<file path="src/hcbp_pkg.sv">
// hcbp_pkg: shared types and constants of the huffman code bit packer
// no dependencies; imported by every module of the block

package hcbp_pkg;

  // field widths
  localparam int unsigned CMD_W       = 2;
  localparam int unsigned SYM_FIELD_W = 8;
  localparam int unsigned WORD_W      = 32;
  localparam int unsigned LEN_W       = 6;
  localparam int unsigned BYTE_W      = 8;
  localparam int unsigned PEND_W      = 7;
  localparam int unsigned PCNT_W      = 3;
  localparam int unsigned BURST_BYTES = 4;
  localparam int unsigned BCNT_W      = 3;

  // command codes
  localparam logic [CMD_W-1:0] CMD_LOAD   = 2'd0;
  localparam logic [CMD_W-1:0] CMD_ENCODE = 2'd1;
  localparam logic [CMD_W-1:0] CMD_FLUSH  = 2'd2;

  // registered table lookup handed to the packer
  typedef struct packed {
    logic              valid;
    logic              flush;
    logic [WORD_W-1:0] word;
    logic [LEN_W-1:0]  len;
  } hcbp_lookup_t;

  // group of completed bytes handed to the output buffer, first byte in the top
  typedef struct packed {
    logic                           load;
    logic [BCNT_W-1:0]              count;
    logic [BURST_BYTES*BYTE_W-1:0]  bytes;
  } hcbp_burst_t;

endpackage

</file>
<file path="src/hcbp_emit.sv">
// hcbp_emit: output byte buffer, one beat per cycle while the output is not stalled, first byte first
// depends on hcbp_pkg; loaded by hcbp_packer

module hcbp_emit
  import hcbp_pkg::*;
(
  input  logic              clk_i,
  input  logic              rst_ni,
  input  hcbp_burst_t       burst_i,
  output logic              emit_free_o,
  output logic              out_valid_o,
  input  logic              out_stall_i,
  output logic [BYTE_W-1:0] out_byte_o,
  output logic              last_of_run_o
);

  localparam int unsigned BURST_W = BURST_BYTES * BYTE_W;

  logic [BURST_W-1:0] buf_q, buf_d;
  logic [BCNT_W-1:0]  cnt_q, cnt_d;
  logic               out_fire;

  assign out_valid_o   = cnt_q != '0;
  assign out_byte_o    = buf_q[BURST_W-1 -: BYTE_W];
  assign last_of_run_o = cnt_q == BCNT_W'(1);
  assign out_fire      = out_valid_o && !out_stall_i;
  assign emit_free_o   = (cnt_q == '0) || (last_of_run_o && out_fire);

  // load a new group or shift out one byte
  always_comb begin
    buf_d = buf_q;
    cnt_d = cnt_q;
    if (burst_i.load) begin
      buf_d = burst_i.bytes;
      cnt_d = burst_i.count;
    end else if (out_fire) begin
      buf_d = buf_q << BYTE_W;
      cnt_d = cnt_q - BCNT_W'(1);
    end
  end

  always_ff @(posedge clk_i) begin
    buf_q <= buf_d;
  end

  always_ff @(posedge clk_i or negedge rst_ni) begin
    if (!rst_ni) begin
      cnt_q <= '0;
    end else begin
      cnt_q <= cnt_d;
    end
  end

  // buffer never holds more than one group
  assert property (@(posedge clk_i) disable iff (!rst_ni) cnt_q <= BCNT_W'(BURST_BYTES))
    else $error("output buffer count overflow");

  // a group is only loaded once the previous one is gone
  assert property (@(posedge clk_i) disable iff (!rst_ni) burst_i.load |-> emit_free_o)
    else $error("output group overwritten");

endmodule

</file>
<file path="config.mk">
export PLATFORM = sky130hd
export DESIGN_NAME = hcbp_emit
export DESIGN_NICKNAME = d
export VERILOG_FILES = /design/src/hcbp_pkg.sv /design/src/hcbp_emit.sv
export SDC_FILE = /design/constraint.sdc
export NUM_CORES = 1
export LEC_CHECK = 0
export BUFFER_PORTS_ARGS = -buffer_cell sky130_fd_sc_hd__buf_2
export CAP_MARGIN = 20
export CORE_UTILIZATION = 44
export DETAILED_ROUTE_END_ITERATION = 10
export GPL_TIMING_DRIVEN = 0
export PLACE_DENSITY = 0.8
export SYNTH_ARGS = -nofsm -noshare
export SYNTH_HDL_FRONTEND = slang
export SYNTH_SLANG_ARGS = --single-unit
export TNS_END_PERCENT = 30
</file>
<file path="constraint.sdc">
create_clock -name clk_i -period 3.2 [get_ports clk_i]
set_clock_uncertainty 0.05 [all_clocks]
set_input_delay 0.16 -clock clk_i [delete_from_list [all_inputs] [get_ports clk_i]]
set_output_delay 0.16 -clock clk_i [all_outputs]
set_load 0.01 [all_outputs]
</file>
### After elaboration in Yosys (flattened, before gate mapping)

Cells that the tools add are included.

* memory bits (read-only): 0
* logic and storage cells: 15
* output and inout port bits: 11
* register bits after elaboration: 35
* latch bits: 0
* memories kept: 0
* input bits: 39
* bits in writable memories: 0

* order comparisons: 0
* add/sub/neg operators: 1
* reduce and logical (&&, ||, !) cells: 7
* eq/ne operators: 1
* divide/modulo/power cells: 0
* muxes and demuxes: 4
* shifts and indexed selects: 0
* multipliers: 0
* bitwise gates (word level): 0

Operators with widths (number)
* 32-bit two-way mux: 2
* 3-bit two-way mux: 2
* 3-bit by 1-bit == test with 1-bit output, second input constant: 1
* 3-bit zero test: 1
* 3-bit nonzero test: 1
* 3-bit by 1-bit subtractor with 3-bit output, second input constant: 1
* 1-bit logical AND: 2
* 2-bit nonzero test: 1
* 1-bit zero test: 1
* 1-bit logical OR: 1

### Longest topological paths before layout

* word-level depth: 4
* mapped depth: 5
* gate-level depth less buffers: 5

### Worst setup path before layout

Ideal clock, no wire load.

* path type: register to register
* from: register cnt_q[0]
* to: register buf_q[0], enable pin
* path slack: 1.400 ns
* data required time: 2.775 ns
* buffers on the path: 0
* setup time: 0.375 ns
* data arrival time: 1.376 ns
* clock period less this slack: 1.800 ns
* cell stages (with the launch flop): 6
* cell sequence: dfrtp_1 inv_1 ha_1 nor2b_1 nor2_1 or2_2

* word-level cells in the longest chain between the ends: 3

RTL lines
* from (decl): RTL line hcbp_emit.sv:20 `logic [BCNT_W-1:0] cnt_q, cnt_d;`
* from (signal assigned): RTL line hcbp_emit.sv:50 `cnt_q <= cnt_d;`
* 3-bit nonzero test: RTL line hcbp_emit.sv:23 `assign out_valid_o = cnt_q != '0;`
* 1-bit logical AND: RTL line hcbp_emit.sv:26 `assign out_fire = out_valid_o && !out_stall_i;`
* 2-bit nonzero test (no line)
* to (signal assigned): RTL line hcbp_emit.sv:43 `buf_q <= buf_d;`
* to (decl): RTL line hcbp_emit.sv:19 `logic [BURST_W-1:0] buf_q, buf_d;`

No other way between the ends.
A chain may end at the register's enable or synchronous reset.

### Worst setup path in the final report

* from: register cnt_q[0]
* to: register buf_q[30], enable pin

The elaborated chain is that of the path after synthesis.

==> load_flow_metrics.sql <==
INSERT INTO impl_metrics (metric_group, metric, value, unit) VALUES
('outcome', 'outcome', 'complete, no violations', ''),
('clock_network', 'cts-root-to-sink-buffers', '2', ''),
('placement', 'placement.cell_area', '0.00189', 'sq mm'),
('worst_setup_path', 'critPathKind', 'reg -> reg', ''),
('clock_network', 'clk_pin_slew_worst_paths', '0.10', 'ns'),
('final_layout', 'num-nets-final', '203', ''),
('grt', 'grt_max_degree', '33', ''),
('final_layout', 'layout.cells.most_common_list', '53 x sky130_fd_sc_hd__buf_2, 32 x sky130_fd_sc_hd__edfxtp_1, 24 x sky130_fd_sc_hd__mux2_2, 8 x sky130_fd_sc_hd__and2_1, 8 x sky130_fd_sc_hd__buf_4', ''),
('worst_setup_path', 'critical-path-slowest-cell', 'sky130_fd_sc_hd__or2_2', ''),
('final_layout', 'layout_commonest_cell', 'sky130_fd_sc_hd__buf_2', ''),
('sta', 'finalCritPeriodShare', '66.4', '%'),
('clock_network', 'number_of_setup_buffers_added_after_cts', '0', ''),
('synth', 'synthDominantAreaCellType', 'sky130_fd_sc_hd__edfxtp_1', ''),
('synth', 'synth.cell_area', '0.00159', 'sq mm'),
('floorplanning', 'die_h', '62.1', 'um'),
('worst_setup_path', 'setup.worst_path.start_class', 'flop', ''),
('min_path', 'hold_class', 'in -> reg', ''),
('worst_setup_path', 'timing.critical_path.fanout_max', '32', ''),
('clock_network', 'cts_made_buffers', '5', ''),
('min_path', 'worst_hold_path.num_cells', '3', ''),
('final_layout', 'area_delta_synth_final', '23.6', '%'),
('pwr', 'power.leakage', '0.000841', 'uW'),
('worst_setup_path', 'regToRegStartpoint', 'cnt_q[0]', ''),
('clock_network', 'clock_sinks', '35', ''),
('floorplanning', 'ios', '50', ''),
('floorplanning', 'core_area', '0.00339', 'sq mm'),
('sta', 'timing_hold_violations_final', '0', ''),
('worst_setup_path', 'cp-startpoint', 'cnt_q[0]', ''),
('routing', 'routed_wire_length_per_instance', '12.2', 'um'),
('pwr', 'power_frac_clock', '23.1', '%'),
('pwr', 'design_power_total', '965', 'uW'),
('placement', 'port_buffers', '49', ''),
('placement', 'dpl_worst_slack', '1.10', 'ns'),
('worst_setup_path', 'worst_setup_path_end_kind', 'flop', ''),
('final_layout', 'postLayoutCellArea', '0.00197', 'sq mm'),
('grt', 'number_of_global_route_vias_before_repair', '1035', ''),
('routing', 'route.antenna.remaining_nets', '0', ''),
('synth', 'syn-instance-count', '103', ''),
('sta', 'hold_slack', '0.0108', 'ns'),
('sta', 'clock.fmax', '471', 'MHz'),
('grt', 'grt_use_total', '14.9', '%'),
('routing', 'remaining_drc_errors', '0', ''),
('synth', 'netlist_top_cells_area', 'sky130_fd_sc_hd__edfxtp_1 60%, sky130_fd_sc_hd__mux2_2 17%, sky130_fd_sc_hd__dfrtp_1 4.7%, sky130_fd_sc_hd__buf_4 3.8%, sky130_fd_sc_hd__and2_1 3.1%', ''),
('synth', 'yosysSeqAreaShare', '65.1', '%'),
('synth', 'synth_top_cell_area_share', '60.4', '%'),
('clock_network', 'ctsHtreeMaxLevel', '2', ''),
('sta', 'maxSlewViolCount', '0', ''),
('worst_setup_path', 'cp.required', '3.11', 'ns'),
('floorplanning', 'die_area', '0.00386', 'sq mm'),
('synth', 'synthesis.area_per_instance', '15.4', 'sq um'),
('sta', 'setup_viol', '0', ''),
('clock_network', 'tritoncts', 'yes', ''),
('sta', 'maxSlewHeadroom', '52.4', '%'),
('clock_network', 'root_buffer', 'sky130_fd_sc_hd__clkbuf_4', ''),
('sta', 'min_period', '2.12', 'ns'),
('synth', 'ys.warnings.count', '0', ''),
('floorplanning', 'fp_rows', '21', ''),
('worst_setup_path', 'cp_data_arrival_time', '2.04', 'ns'),
('pwr', 'switching_share', '23.8', '%'),
('worst_setup_path', 'crit-reg2reg-capture', 'buf_q[30]', ''),
('synth', 'synthesis.nets', '145', ''),
('pwr', 'ir_worst_vdd', '0.000278', 'V'),
('final_layout', 'diodes', '0', ''),
('worst_setup_path', 'setup.reg_to_reg.worst_slack', '1.08', 'ns'),
('pwr', 'cellInternalPower', '735', 'uW'),
('grt', 'antenna_violations_before_repair', '0', ''),
('placement', 'finalWeightedCongestion', '0.802', ''),
('grt', 'global_route_wire_length_before_repair', '4340', 'um'),
('grt', 'grt.overflow.total', '0', ''),
('final_layout', 'fraction_of_layout_cells_with_a_size_suffix_above_1', '56.8', '%'),
('pwr', 'switchingPower', '230', 'uW');
layer usage:
layer  routed length (um)  part of all wire, %  vias up  global-route usage, %
met5                    0                    0        -                      0
met4                   38                  1.5        0                   7.27
met2                 1370                   54       33                   25.8
met1                  983                   39      452                   15.8
met3                  153                  6.0        5                   5.51
li1                     -                    -      483                      -
power by group through the flow:
stage	combinational (uW)	clock (uW)	sequential, uW
after detailed placement	161	0	592
after floorplan	104	0	585
after CTS	164	227	581
after global placement	152	0	588
after global routing	179	247	586
final	162	223	581
critical path, delay by kind of cell, from the launching register on:
kind / cells / cell delay (ns)
buffers and inverters: 1 / 0.09
adders and majority gates: 1 / 0.22
and+or+nand+nor: 3 / 0.98
DFF: 1 / 0.42
final cells by class:
cell class              instances  area, sq um
fillers                       268         1420
flip-flops and latches         35         1040
multi-input cells              52          459
repair buffers                 51          265
plain buffers                  12         80.1
well taps                      46         57.6
clock buffers                   5         37.5
clock inverters                 3         15.0
inverters                       4         15.0
through the flow:
stage / util (%) / cells
2_1_floorplan: - / 103
3_3_place_gp: 55.9 / 198
3_5_place_dp: 55.9 / 198
4_1_cts: 58.0 / 208
5_1_grt: 58.0 / 208
6_report: 58.0 / 208
repair_timing:
action                                 CTS  global route
endpoints found under the hold margin    4             0
resized for setup                        0             0
hold buffers                             2             0
how the worst max path moves through the flow:
stage               slack [ns]        end  depth (start not counted)
finish                    1.08  buf_q[30]                          5
global route              0.91   buf_q[6]                          5
CTS                       1.08   buf_q[6]                          5
detailed placement        1.10  buf_q[27]                          5
global placement          1.22  buf_q[26]                          5
floorplan                 1.40   buf_q[0]                          5
cell families after synthesis:
family	count (synthesis)	synth area share, %
simple gates	20	7.55
compound gates	5	1.97
mux	24	17.0
buf+inv	16	5.98
fa+ha+maj	3	2.36
flops	35	65.1
synth_stat cells:
cell,instances
sky130_fd_sc_hd__a21oi_1,1
sky130_fd_sc_hd__and2_1,8
sky130_fd_sc_hd__buf_2,4
sky130_fd_sc_hd__buf_4,8
sky130_fd_sc_hd__dfrtp_1,3
sky130_fd_sc_hd__edfxtp_1,32
sky130_fd_sc_hd__ha_1,3
sky130_fd_sc_hd__inv_1,4
sky130_fd_sc_hd__mux2_2,24
sky130_fd_sc_hd__nand2_1,3
sky130_fd_sc_hd__nand2b_1,3
sky130_fd_sc_hd__nor2_1,1
sky130_fd_sc_hd__nor2b_1,1
sky130_fd_sc_hd__nor4b_1,1
sky130_fd_sc_hd__o211ai_1,1
sky130_fd_sc_hd__o21ai_0,2
sky130_fd_sc_hd__o311ai_1,1
sky130_fd_sc_hd__or2_2,1
sky130_fd_sc_hd__or4_1,2
registers in the layout, indices dropped and copies added, names as in the netlist:
name,count
cnt_q,3
buf_q,32
Note: power is estimated with default switching activity, not from simulation.
