`src/hcbp_pkg.sv`:
```
// hcbp_pkg: shared types and constants of the huffman code bit packer
// no dependencies; imported by every module of the block

package hcbp_pkg;

  // field widths
  localparam int unsigned CMD_W       = 2;
  localparam int unsigned SYM_FIELD_W = 8;
  localparam int unsigned WORD_W      = 32;
  localparam int unsigned LEN_W       = 6;
  localparam int unsigned BYTE_W      = 8;
  localparam int unsigned PEND_W      = 7;
  localparam int unsigned PCNT_W      = 3;
  localparam int unsigned BURST_BYTES = 4;
  localparam int unsigned BCNT_W      = 3;

  // command codes
  localparam logic [CMD_W-1:0] CMD_LOAD   = 2'd0;
  localparam logic [CMD_W-1:0] CMD_ENCODE = 2'd1;
  localparam logic [CMD_W-1:0] CMD_FLUSH  = 2'd2;

  // registered table lookup handed to the packer
  typedef struct packed {
    logic              valid;
    logic              flush;
    logic [WORD_W-1:0] word;
    logic [LEN_W-1:0]  len;
  } hcbp_lookup_t;

  // group of completed bytes handed to the output buffer, first byte in the top
  typedef struct packed {
    logic                           load;
    logic [BCNT_W-1:0]              count;
    logic [BURST_BYTES*BYTE_W-1:0]  bytes;
  } hcbp_burst_t;

endpackage

```
`src/hcbp_packer.sv`:
```
// hcbp_packer: joins looked-up code bits with the pending partial byte
// depends on hcbp_pkg; takes hcbp_table lookups, feeds hcbp_emit

module hcbp_packer
  import hcbp_pkg::*;
(
  input  logic         clk_i,
  input  logic         rst_ni,
  input  hcbp_lookup_t lookup_i,
  input  logic         emit_free_i,
  output logic         take_o,
  output hcbp_burst_t  burst_o
);

  localparam int unsigned STREAM_W = PEND_W + WORD_W;
  localparam int unsigned BURST_W  = BURST_BYTES * BYTE_W;

  logic [PEND_W-1:0] pend_q, pend_d;
  logic [PCNT_W-1:0] pcnt_q, pcnt_d;

  logic [LEN_W-1:0]    total;
  logic [WORD_W:0]     hi_mask;
  logic [WORD_W-1:0]   masked;
  logic [STREAM_W-1:0] stream;
  logic [STREAM_W-1:0] shifted;
  logic [PCNT_W-1:0]   rem;
  logic [BCNT_W-1:0]   nbytes;
  logic [BCNT_W-1:0]   gap;
  logic [BURST_W-1:0]  aligned;
  logic [BYTE_W-1:0]   flush_byte;
  logic [3:0]          flush_shift;
  logic                has_bytes;

  // append code bits below the pending bits
  always_comb begin
    total   = LEN_W'(pcnt_q) + lookup_i.len;
    hi_mask = {(WORD_W+1){1'b1}} << lookup_i.len;
    masked  = lookup_i.word & ~hi_mask[WORD_W-1:0];
    stream  = ({{WORD_W{1'b0}}, pend_q} << lookup_i.len) | {{PEND_W{1'b0}}, masked};
    rem     = total[PCNT_W-1:0];
    nbytes  = BCNT_W'(total[LEN_W-1:PCNT_W]);
    shifted = stream >> rem;
    gap     = BCNT_W'(BURST_BYTES) - nbytes;
    aligned = shifted[BURST_W-1:0] << {gap, 3'b000};
  end

  // flush pads the partial byte with zeros on the right
  assign flush_shift = 4'(BYTE_W) - {1'b0, pcnt_q};
  assign flush_byte  = BYTE_W'({1'b0, pend_q} << flush_shift);

  assign has_bytes = lookup_i.flush ? (pcnt_q != '0) : (nbytes != '0);
  assign take_o    = lookup_i.valid && (!has_bytes || emit_free_i);

  assign burst_o.load  = take_o && has_bytes;
  assign burst_o.count = lookup_i.flush ? BCNT_W'(1) : nbytes;
  assign burst_o.bytes = lookup_i.flush ? {flush_byte, {(BURST_W-BYTE_W){1'b0}}} : aligned;

  // next pending state
  always_comb begin
    pend_d = pend_q;
    pcnt_d = pcnt_q;
    if (take_o) begin
      if (lookup_i.flush) begin
        pend_d = '0;
        pcnt_d = '0;
      end else begin
        pend_d = stream[PEND_W-1:0] & ~({PEND_W{1'b1}} << rem);
        pcnt_d = rem;
      end
    end
  end

  always_ff @(posedge clk_i or negedge rst_ni) begin
    if (!rst_ni) begin
      pend_q <= '0;
      pcnt_q <= '0;
    end else begin
      pend_q <= pend_d;
      pcnt_q <= pcnt_d;
    end
  end

  // pending bits above the count stay clear
  assert property (@(posedge clk_i) disable iff (!rst_ni) (pend_q >> pcnt_q) == '0)
    else $error("stray pending bits above count");

endmodule

```
`config.mk`:
```
export PLATFORM = sky130hd
export DESIGN_NAME = hcbp_packer
export DESIGN_NICKNAME = d
export VERILOG_FILES = /design/src/hcbp_pkg.sv /design/src/hcbp_packer.sv
export SDC_FILE = /design/constraint.sdc
export NUM_CORES = 1
export LEC_CHECK = 0
export BUFFER_PORTS_ARGS = -buffer_cell sky130_fd_sc_hd__buf_2
export CORE_UTILIZATION = 62
export CTS_CLUSTER_DIAMETER = 150
export DETAILED_ROUTE_END_ITERATION = 8
export GPL_TIMING_DRIVEN = 0
export PLACE_DENSITY = 0.87
export SLEW_MARGIN = 20
export SYNTH_ARGS = -nofsm -noshare
export SYNTH_HDL_FRONTEND = slang
export SYNTH_SLANG_ARGS = --single-unit
```
`constraint.sdc`:
```
create_clock -name clk_i -period 6.43 [get_ports clk_i]
set_input_delay 0.3215 -clock clk_i [delete_from_list [all_inputs] [get_ports clk_i]]
set_output_delay 0.3215 -clock clk_i [all_outputs]
set_load 0.05 [all_outputs]
```
Yosys cells after proc, flatten, opt, wreduce, memory -nomap -nowiden
Index checks and enable logic that the tools add are counted.
{"block": "op_classes", "n_reduce_logical": 6, "bitwise": 5, "multipliers": 0, "n_eq_ne": 0, "magnitude_cmp": 0, "mux": 5, "div_mod_pow": 0, "n_shift": 6, "add_sub_neg": 3}
{"operator": "39-bit by 32-bit bitwise OR with 39-bit output", "n": 1}
{"operator": "7-bit by 6-bit << shifter with 39-bit output", "n": 1}
{"operator": "39-bit by 3-bit right shift with 32-bit output", "n": 1}
{"operator": "33-bit by 6-bit << shifter with 32-bit output, first input constant", "n": 1}
{"operator": "32-bit AND", "n": 1}
{"operator": "32-bit 2-to-1 mux", "n": 1}
{"operator": "32-bit NOT", "n": 1}
{"operator": "32-bit by 6-bit << shifter with 32-bit output", "n": 1}
{"operator": "7-bit by 4-bit << shifter with 8-bit output", "n": 1}
{"operator": "7-bit AND", "n": 1}
{"operator": "7-bit 2-to-1 mux", "n": 1}
{"operator": "7-bit NOT", "n": 1}
{"operator": "7-bit by 3-bit << shifter with 7-bit output, first input constant", "n": 1}
{"operator": "3-bit by 6-bit adder with 6-bit output", "n": 1}
{"operator": "3-bit 2-to-1 mux", "n": 2}
{"operator": "3-bit nonzero test", "n": 2}
{"operator": "4-bit by 3-bit subtractor with 4-bit output, first input constant", "n": 1}
{"operator": "3-bit subtractor, first input constant", "n": 1}
{"operator": "1-bit logical AND", "n": 2}
{"operator": "1-bit logical NOT", "n": 1}
{"operator": "1-bit logical OR", "n": 1}
{"operator": "1-bit 2-to-1 mux", "n": 1}
{"block": "word_totals", "in_bits": 43, "n_memories": 0, "regBits": 10, "ram_bits": 0, "rom_bits": 0, "latchBits": 0}

Longest topological paths before layout
Gate-level depths: netlist of run 1.
{"block": "depth", "ltp_word": 7, "ltp_mapped": 18, "ltp_nobuf": 14}

Worst setup path before layout of run 1
No wires, ideal clock.
{"block": "synth_timing", "path_kind": "input to output", "from": "in lookup_i[3] (netlist bit)", "to": "out burst_o[23] (netlist bit)", "required_ps": 6108, "path_slack_ps": 1834, "t_arrival_ps": 4274, "path_stages": 13, "cell_sequence": "buf_2 > clkbuf_1 > clkbuf_1 > xnor2_1 > clkinv_1 > clkbuf_1 > ha_1 > ha_1 > nor2b_1 > clkbuf_1 > nor2b_1 > nand2_1 > o21ai_0"}
{"item": "start: declaration", "line": "hcbp_packer.sv:9", "rtl": "input hcbp_lookup_t lookup_i,"}
{"item": "end: declaration", "line": "hcbp_packer.sv:12", "rtl": "output hcbp_burst_t burst_o"}

==> qor.txt, run 1 <==
TritonRoute pass-1 iters = 9
Antenna diodes = 0
Overall routed net length = 19650 um
Final worst-path cycle share = 0.9306
Cts repair resizes = 0
Area delta synth->final = 12.59%
Number of synthesized flops with an enable pin = 0
Maxcap violations = 0
Post-DP Area = 4974 um2
Fin nets = 783
Die area = 7542 um2
GRT Residual Overflow = 0
Final Hold Vio Count = 0
Seq/Total Area, Yosys = 0.05607
LEAKAGE = 2.041 nW
CTS buffer count = 3
Core box area = 6869 um2
Outcome = finished, violations left
Max-slew violations = 0
Max Clk Rate = 0.1671 GHz
TNS Setup = 0 ps
Design area = 5025 um2
Clock tree sinks = 10
Clk slew on worst S/H paths = 40 ps
Actual slew at the worst max-slew pin = 1048 ps
H-tree levels = 1
Max incr delay on CP = 930 ps
Slowest CP cell = xnor2_1
Crit-path cells = buf_2 -> buf_2 -> clkbuf_1 -> clkbuf_1 -> xnor2_1 -> clkinv_1 -> clkbuf_1 -> ha_1 -> ha_1 -> nor2b_1 -> clkbuf_1 -> nand2b_1 -> buf_1 -> nor2_1 -> clkbuf_1 -> nand2_1 -> o221ai_1 -> or3_1 -> buf_2
First-pass GRT wire length = 29670 um
Root Buffer = clkbuf_8
Worst skew pair latency = 240 ps
Critical R2R Launch = pcnt_q[1]
Setup crit start = lookup_i[3]
DIE WIDTH = 86.85 um
Clk buf depth = 2
Most frequent cells in the layout = nand2_1, buf_2, nor2_1, clkbuf_1, a21oi_1
Crit path DAT = 5660 ps
Post-Syn Nets = 700
Failing checks = design-rule violations
Post-Synthesis Cell Area = 4463 um2
Post-route DRC = 1
HP Class = input pin to flop
Share of cells above drive strength 1 = 0.1822
Vias = 6478
Max Clock Skew = 4.997 ps
Vias in the first global route = 5614
Setup CP Type = input pin to primary output
Flops & latches, synth = 10
Vias per cell = 7.843
FFs w/ async S/R, synth = 1.000
Effective utilization at floorplan = 0.6497
Mean post-synth cell area = 6.877 um2
Initial antenna violation count = 0
Wire per inst = 23.78 um
Required time worst endpoint = 6110 ps
Ys flop type = dfrtp_1
CTS tree = built
Cell variety after synth = 83
Initial DRC count = 1182
Row count = 30
Largest net degree at the start of global routing = 11
Setup Viol. Count Final = 0
Element type at the critical path end = primary output
DP HPWL = 15280 um
RSZ-0062 raised after global routing = no
Final period demand of the worst path = 5984 ps
Setup crit start kind = input pin
Die height = 86.85 um
Max_slew headroom = 0.2963
Max FO, Critical Path = 10
CP dominant cell by count = clkbuf_1
Commonest non-fill, non-tap cell in the layout = nand2_1
Post-Synthesis Cells = 649
IO Count = 80
Routability cong. = 1.147
Remaining antenna violation count = 0
Synthesis warning total = 0
Max VDD drop = 0.3257 mV
Total GRT Usage = 0.5131
IO buf count = 77
Worst hold start = lookup_i[6]
Fin Hold WS = 426.8 ps
Pwr dens = 526.7 nW/um2
[final timing paths]
| kind | endpoint | slack, ps | depth (start not counted) |
|---|---|---|---|
| worst max-delay path | burst_o[31] | 450 | 19 |
| worst min-delay path | pend_q[0] | 430 | 3 |
| worst max register to register | pend_q[1] | 1560 | 14 |
| worst min register to register | pend_q[5] | 680 | 2 |
| max in group asynchronous | pend_q[6] | 5760 | 2 |
| min in group asynchronous | pend_q[5] | 480 | 2 |
[cells by family after synthesis]
kind of cell / share of synthesized area
simple gates: 0.2790
compound gates: 0.3858
buf+inv: 0.06980
mux: 0.1755
flops: 0.05607
fa+ha+maj: 0.02411
xor+xnor: 0.009812
[metrics by stage]
stage / instances / utilization / total power, mW / worst slack, ps
5_1_grt: 826 / 0.7315 / 2.737 / 143.3
4_1_cts: 826 / 0.7315 / 2.502 / 713.7
2_1_floorplan: 649 / - / 1.855 / 1834
3_5_place_dp: 822 / 0.7240 / 2.428 / 722.3
3_3_place_gp: 822 / 0.7233 / 2.381 / 797.8
6_report: 826 / 0.7315 / 2.646 / 446.5
[routing by layer]
layer	share of wire	vias to the layer above	GRT usage	routed length, um
li1	-	2678	-	-
met3	0.18	181	0.2162	3599
met1	0.35	2892	0.6737	6951
met2	0.40	727	0.7473	7874
met4	0.062	0	0.1864	1219
met5	0	-	0	0
[cells in the mapped netlist (5+ instances only)]
cell type   n  area (um2)
nand2_1    87       326.6
nor2_1     60       225.2
clkbuf_1   45       168.9
a21oi_1    37       185.2
o21ai_0    33       165.2
mux2i_1    28       280.3
nor3_1     23       115.1
mux2_2     18       202.7
a211oi_1   16       120.1
nand3_1    14       70.07
a22oi_1    12       90.09
o211ai_1   12       90.09
mux4_2     11       247.7
nand2b_1   11       68.82
and2_1     10       62.56
dfrtp_1    10       250.2
inv_1      10       37.54
o22ai_1    10       62.56
a21o_1      9       67.56
buf_2       9       45.04
nor2b_1     9       56.30
buf_1       8       30.03
or3_1       8       50.05
a221oi_1    7       61.31
a31oi_1     7       43.79
ha_1        7       87.58
nor3b_1     7       52.55
a211o_1     6       52.55
a22o_1      6       52.55
o31ai_1     6       45.04
a32o_1      5       50.05
o221ai_1    5       43.79
[state kept, by name, indices dropped and copies added, names as in the netlist]
| register | flops |
|---|---|
| pend_q | 7 |
| pcnt_q | 3 |
[critical path: cells and delay by family]
family / cells / cell delay (ps)
AOI/OAI and AO/OA: 1 / 280
xor gates and xnor gates: 1 / 930
adders and majority gates: 2 / 540
buffers and inverters: 10 / 2890
and+or+nand+nor: 5 / 680
[repair_timing]
| action | in CTS | in global routing |
|---|---|---|
| endpoints found under the hold margin | 10 | 0 |
| hold buffers | 1 | 0 |
| setup buffers | 0 | 0 |
| setup endpoints to repair | 0 | 0 |
[power breakdown]
group	total, mW	internal, mW	switching, mW
logic	2.46	0.758	1.70
clock network	0.0638	0.0408	0.0229
registers	0.125	0.0823	0.0425
[final cells by class]
cell class	instances	area [um2]
multi-input combinational	563	3906
fill	599	1844
timing repair buffer	78	395.4
buffer	64	266.5
sequential	10	250.2
tap	96	120.1
inverter	12	45.04
clock buffer	3	41.29
No activity file was read; power rests on OpenSTA's default activity.
==> run 2, diff against run 1 <==
- CORE_UTILIZATION: 62 -> 45
- PLACE_DENSITY: 0.87 -> 0.67
==> run 2 against run 1 <==
Compared with the run above:
- the flow now finishes without violations
- register-to-register slack improved by 100 ps
- first-iteration DRC count decreased by 24%
- non-clock buffer count rose by 1
- critical path depth unchanged
- combinational power about the same
- final area up 1.4%
- final cell count rose by 4.2%
- core utilization decreased by 19 points
- highest routed layer unchanged
==> qor.txt, run 2 (synthesis gave the netlist of run 1 again) <==
Area delta synth->final = 14.13%
Worst Setup Slack, final = 384.0 ps
Vias in the first global route = 5772
Final worst-path cycle share = 0.9403
RSZ-0062 raised after global routing = no
HP Class = input pin to flop
Max_slew headroom = 0.3064
Initial DRC count = 900
Number of flip-flops in the largest register = 7
Required time worst endpoint = 6110 ps
First-pass GRT wire length = 32350 um
Setup crit start kind = input pin
Footprint of the multi-input gates = 3913 um2
DIE WIDTH = 101.6 um
Post-DP Area = 5029 um2
Non-Filler Instances = 861
Overall routed net length = 21310 um
IO buf count = 77
Commonest non-fill, non-tap cell in the layout = nand2_1
Crit path DAT = 5720 ps
Outcome = completed
Max Clk Rate = 0.1654 GHz
Dpl ws = 678.1 ps
CTS tree = built
GRT Residual Overflow = 0
Max FO, Critical Path = 10
Effective utilization at floorplan = 0.4740
Clock tree sinks = 10
CTS buffer count = 3
DP HPWL = 16840 um
Design area = 5094 um2
Remaining antenna violation count = 0
Total Power = 2.654 mW
Clk slew on worst S/H paths = 40 ps
Setup CP Type = input pin to primary output
H-tree levels = 1
Antenna diodes = 0
Total GRT Usage = 0.4128
Core box area = 9415 um2
Max VDD drop = 0.3247 mV
Logic gate share of total power = 0.925
Die area = 10320 um2
Top reg by flops = pend_q
Row count = 35
Setup Viol. Count Final = 0
Filler cells = 938
IO Count = 80
Fin nets = 784
Vias = 6379
Maxcap violations = 0
Sequential Area = 250.2 um2
Pint = 0.8946 mW
Share of cells above drive strength 1 = 0.1858
Final Util = 0.5410
Placed Instances = 856
Pwr dens = 521.0 nW/um2
Clock share of power = 0.029
Fin Hold WS = 443.1 ps
TritonRoute pass-1 iters = 6
LEAKAGE = 2.055 nW
# Post-CTS Setup Buffers = 0
Routability cong. = 1.092
Sw Ratio = 0.6629
Worst skew pair latency = 230 ps
Element type at the critical path end = primary output
Most frequent cells in the layout = nand2_1, buf_2, nor2_1, clkbuf_1, a21oi_1
Max-slew violations = 0
Actual slew at the worst max-slew pin = 1033 ps
NetSw = 1.759 mW
Initial antenna violation count = 0
Wire per inst = 24.75 um
Seq pwr share = 0.047
Largest net degree at the start of global routing = 11
Final Hold Vio Count = 0
Max Clock Skew = 0.1558 ps
Final period demand of the worst path = 6046 ps
Largest registers = pend_q (7), pcnt_q (3)
TNS Setup = 0 ps
Post-route DRC = 0
Die height = 101.6 um
Vias per cell = 7.409
Clk buf depth = 2
Root Buffer = clkbuf_8
## run 2: cell types whose count changed in the layout (fill, tap and decap cells not counted)
cell / delta
nor4b_2: +1
buf_4: +1
clkbuf_8: +1
nor4b_1: -1
## run 2: final cells by class
class / count / share of cell area
sequential: 10 / 0.04913
inverter: 12 / 0.008843
timing repair buffer: 79 / 0.07910
multi-input combinational: 563 / 0.7681
clock buffer: 4 / 0.01081
tap: 129 / 0.03169
buffer: 64 / 0.05232
## run 2: worst paths after layout
kind	startpoint	cells past startpoint	to	slack, ps
worst min register to register	pcnt_q[2]	2	pcnt_q[2]	670
worst max-delay path	lookup_i[3]	19	burst_o[31]	380
max in group asynchronous	rst_ni	2	pcnt_q[1]	5780
worst min-delay path	lookup_i[6]	3	pend_q[0]	440
min in group asynchronous	rst_ni	2	pend_q[5]	480
worst max register to register	pcnt_q[1]	13	pcnt_q[1]	1660
## run 2: power groups by stage
stage	logic [mW]	clock network, mW	registers, mW
after global routing	2.58	0.0818	0.126
after global placement	2.34	0	0.120
after CTS	2.35	0.0780	0.121
after floorplan	1.75	0	0.106
final	2.45	0.0762	0.124
after detailed placement	2.34	0	0.122
## run 2: what timing repair did
| item | 4_1_cts | 5_1_grt |
|---|---|---|
| endpoints found under the setup margin | 0 | 0 |
| hold buffers | 1 | 0 |
| resized for setup | 0 | 0 |
| hold endpoints to repair | 10 | 0 |
## run 2: worst max-delay path, cell delays in order
cell and delay [ps]:
buf_2 100, buf_2 170, clkbuf_1 250, clkbuf_1 360, xnor2_1 920, clkinv_1 500
clkbuf_1 370, ha_1 280, ha_1 260, nor2b_1 110, clkbuf_1 350, nand2b_1 90
buf_1 240, nor2_1 180, clkbuf_1 340, nand2_1 150, o221ai_1 280, or3_1 180
buf_2 260
## run 2: routing by layer
metal / GRT usage / share of wire / vias to the layer above
met5: 0 / 0 / -
met4: 0.1338 / 0.036 / 0
met3: 0.08489 / 0.15 / 96
met2: 0.6227 / 0.42 / 632
met1: 0.5840 / 0.39 / 2965
li1: - / - / 2686
==> run 3, diff against run 2 <==
- CELL_PAD_IN_SITES_DETAIL_PLACEMENT: unset -> 1
- CELL_PAD_IN_SITES_GLOBAL_PLACEMENT: unset -> 1
- PLACE_DENSITY: 0.67 -> 0.89
==> run 3 against run 2 <==
Compared with the run above:
- final cell count fell by 0.12%
- final area down 0.12%
- first-iteration DRC count decreased by 3.8%
- critical path type unchanged
- highest routed layer unchanged
==> qor.txt, run 3 (synthesis gave the netlist of run 1 again) <==
Max FO, Critical Path = 10
Vias per cell = 7.420
Setup Viol. Count Final = 0
Number of flip-flops in the largest register = 7
IO Count = 80
Element type at the critical path end = primary output
Outcome = completed
CTS tree = built
Setup crit start = lookup_i[3]
Max-slew violations = 0
Most frequent cells in the layout = nand2_1, buf_2, nor2_1, clkbuf_1, a21oi_1
Required time worst endpoint = 6110 ps
Final Hold Vio Count = 0
Actual slew at the worst max-slew pin = 998.4 ps
R2r setup slk = 1740 ps
Reg2Reg Depth = 14
Core box area = 9415 um2
Fin nets = 783
Row count = 35
Worst Hold End = pend_q[0]
Footprint of the multi-input gates = 3914 um2
Initial antenna violation count = 0
Hold path cells = 3
H-tree levels = 1
Wire per inst = 27.65 um
Largest registers = pend_q (7), pcnt_q (3)
DP HPWL = 18720 um
Share of cells above drive strength 1 = 0.1847
TNS Setup = 0 ps
Crit-path cells = buf_2 -> buf_2 -> clkbuf_1 -> clkbuf_1 -> xnor2_2 -> clkinv_1 -> clkbuf_1 -> ha_1 -> ha_1 -> nor2b_1 -> clkbuf_1 -> nand2b_1 -> buf_1 -> nor2_1 -> clkbuf_1 -> nand2_1 -> o221ai_1 -> or3_1 -> buf_2
Total GRT Usage = 0.4666
Clock tree sinks = 10
Vias in the first global route = 6334
Filler cells = 1318
Post-DP Area = 5015 um2
Overall routed net length = 23780 um
Seq pwr share = 0.048
Met1 usage = 0.6297
Routability cong. = 1.095
Slowest CP cell = clkbuf_1
GRT Residual Overflow = 0
Vias = 6381
Remaining antenna violation count = 0
Reg-to-reg endpoint = pend_q[4]
TritonRoute pass-1 iters = 5
CP dominant cell by count = clkbuf_1
CTS buffer count = 3
Commonest non-fill, non-tap cell in the layout = nand2_1
Sequential Area = 250.2 um2
Clk slew on worst S/H paths = 50 ps
Final period demand of the worst path = 5852 ps
Crit path max-delay family = buffers and inverters
Maxcap violations = 0
LEAKAGE = 2.055 nW
Root Buffer = clkbuf_8
Initial DRC count = 866
Die area = 10320 um2
NetSw = 1.848 mW
RSZ-0062 raised after global routing = no
Setup crit start kind = input pin
Pwr dens = 539.9 nW/um2
IO buf count = 77
Pint = 0.8983 mW
Antenna diodes = 0
Top reg by flops = pend_q
Setup CP Type = input pin to primary output
Clk buf depth = 2
Max Clock Skew = 12.96 ps
Critical R2R Launch = pcnt_q[1]
Final worst-path cycle share = 0.9101
Crit path DAT = 5530 ps
Worst skew pair latency = 270 ps
Design area = 5087 um2
Max_slew headroom = 0.3260
HP Class = input pin to flop
Logic gate share of total power = 0.920
Clock share of power = 0.033
Sw Ratio = 0.6729
Max VDD drop = 0.2878 mV
Met3 usage = 0.1077
First-pass GRT wire length = 36040 um
GR peak layer = met2
DIE WIDTH = 101.6 um
Effective utilization at floorplan = 0.4740
Area delta synth->final = 13.99%
Largest net degree at the start of global routing = 11
Post-route DRC = 0
Met2 Use GR = 0.7292
Max incr delay on CP = 590 ps
Worst hold start = lookup_i[6]
Die height = 101.6 um
Max Clk Rate = 0.1709 GHz
WP buf/inv = 10
-- run 3: changes by cell type in the layout (fill, tap and decap cells not counted), sizes merged --
cell,before,now
buf,97,96
-- run 3: worst register-to-register path, stage by stage, from the launching register on --
cell and delay, ps:
dfrtp_1 480, ha_1 340, a21o_1 160, a21oi_1 280, xnor2_2 300, clkinv_1 420
clkbuf_1 350, ha_1 280, ha_1 220, mux2_2 290, o21ai_0 280, clkbuf_1 440
clkbuf_1 430, nand2_1 110, o21ai_0 180
-- run 3: layout make-up --
cell class,instances,area share
sequential,10,0.04919
timing repair buffer,78,0.07772
multi-input combinational,563,0.7693
buffer,64,0.05239
clock buffer,4,0.01082
tap,129,0.03173
inverter,12,0.008854
-- run 3: metrics by stage --
step / hold WS (ps) / power, mW / worst slack, ps / utilization / std cells
final: 413.8 / 2.746 / 578.3 / 0.5403 / 860
after global routing: 445.8 / 2.856 / 251.2 / 0.5403 / 860
after CTS: 415.8 / 2.633 / 458.4 / 0.5395 / 860
after detailed placement: 192.4 / 2.532 / 469.3 / 0.5326 / 855
after global placement: 185.9 / 2.453 / 569.1 / 0.5321 / 855
after floorplan: 25.91 / 1.855 / 1834 / - / 649
-- run 3: power groups by stage --
stage	registers, mW	clock network [mW]	logic (mW)
global placement	0.122	0	2.33
floorplan	0.106	0	1.75
detailed placement	0.127	0	2.41
global route	0.131	0.0901	2.63
CTS	0.127	0.0867	2.42
finish	0.131	0.0902	2.53
-- run 3: how the worst max path moves through the flow --
| stage | depth (start not counted) | slack (ps) | to |
|---|---|---|---|
| 2_1_floorplan | 13 | 1830 | burst_o[23] |
| 3_3_place_gp | 19 | 570 | burst_o[31] |
| 3_5_place_dp | 19 | 470 | burst_o[31] |
| 4_1_cts | 18 | 460 | burst_o[31] |
| 5_1_grt | 19 | 250 | burst_o[31] |
| 6_report | 19 | 580 | burst_o[31] |
-- run 3: repair_timing --
item                                    4_1_cts  5_1_grt
endpoints found under the hold margin        10        0
gates resized for setup                       0        1
setup buffers                                 0        0
endpoints found under the setup margin        0        2
hold buffers                                  1        0
-- run 3: routing by layer --
| layer | wire length [um] | part of all wire |
|---|---|---|
| met1 | 9539 | 0.40 |
| met5 | 0 | 0 |
| met3 | 2934 | 0.12 |
| met2 | 10290 | 0.43 |
| met4 | 1021 | 0.043 |
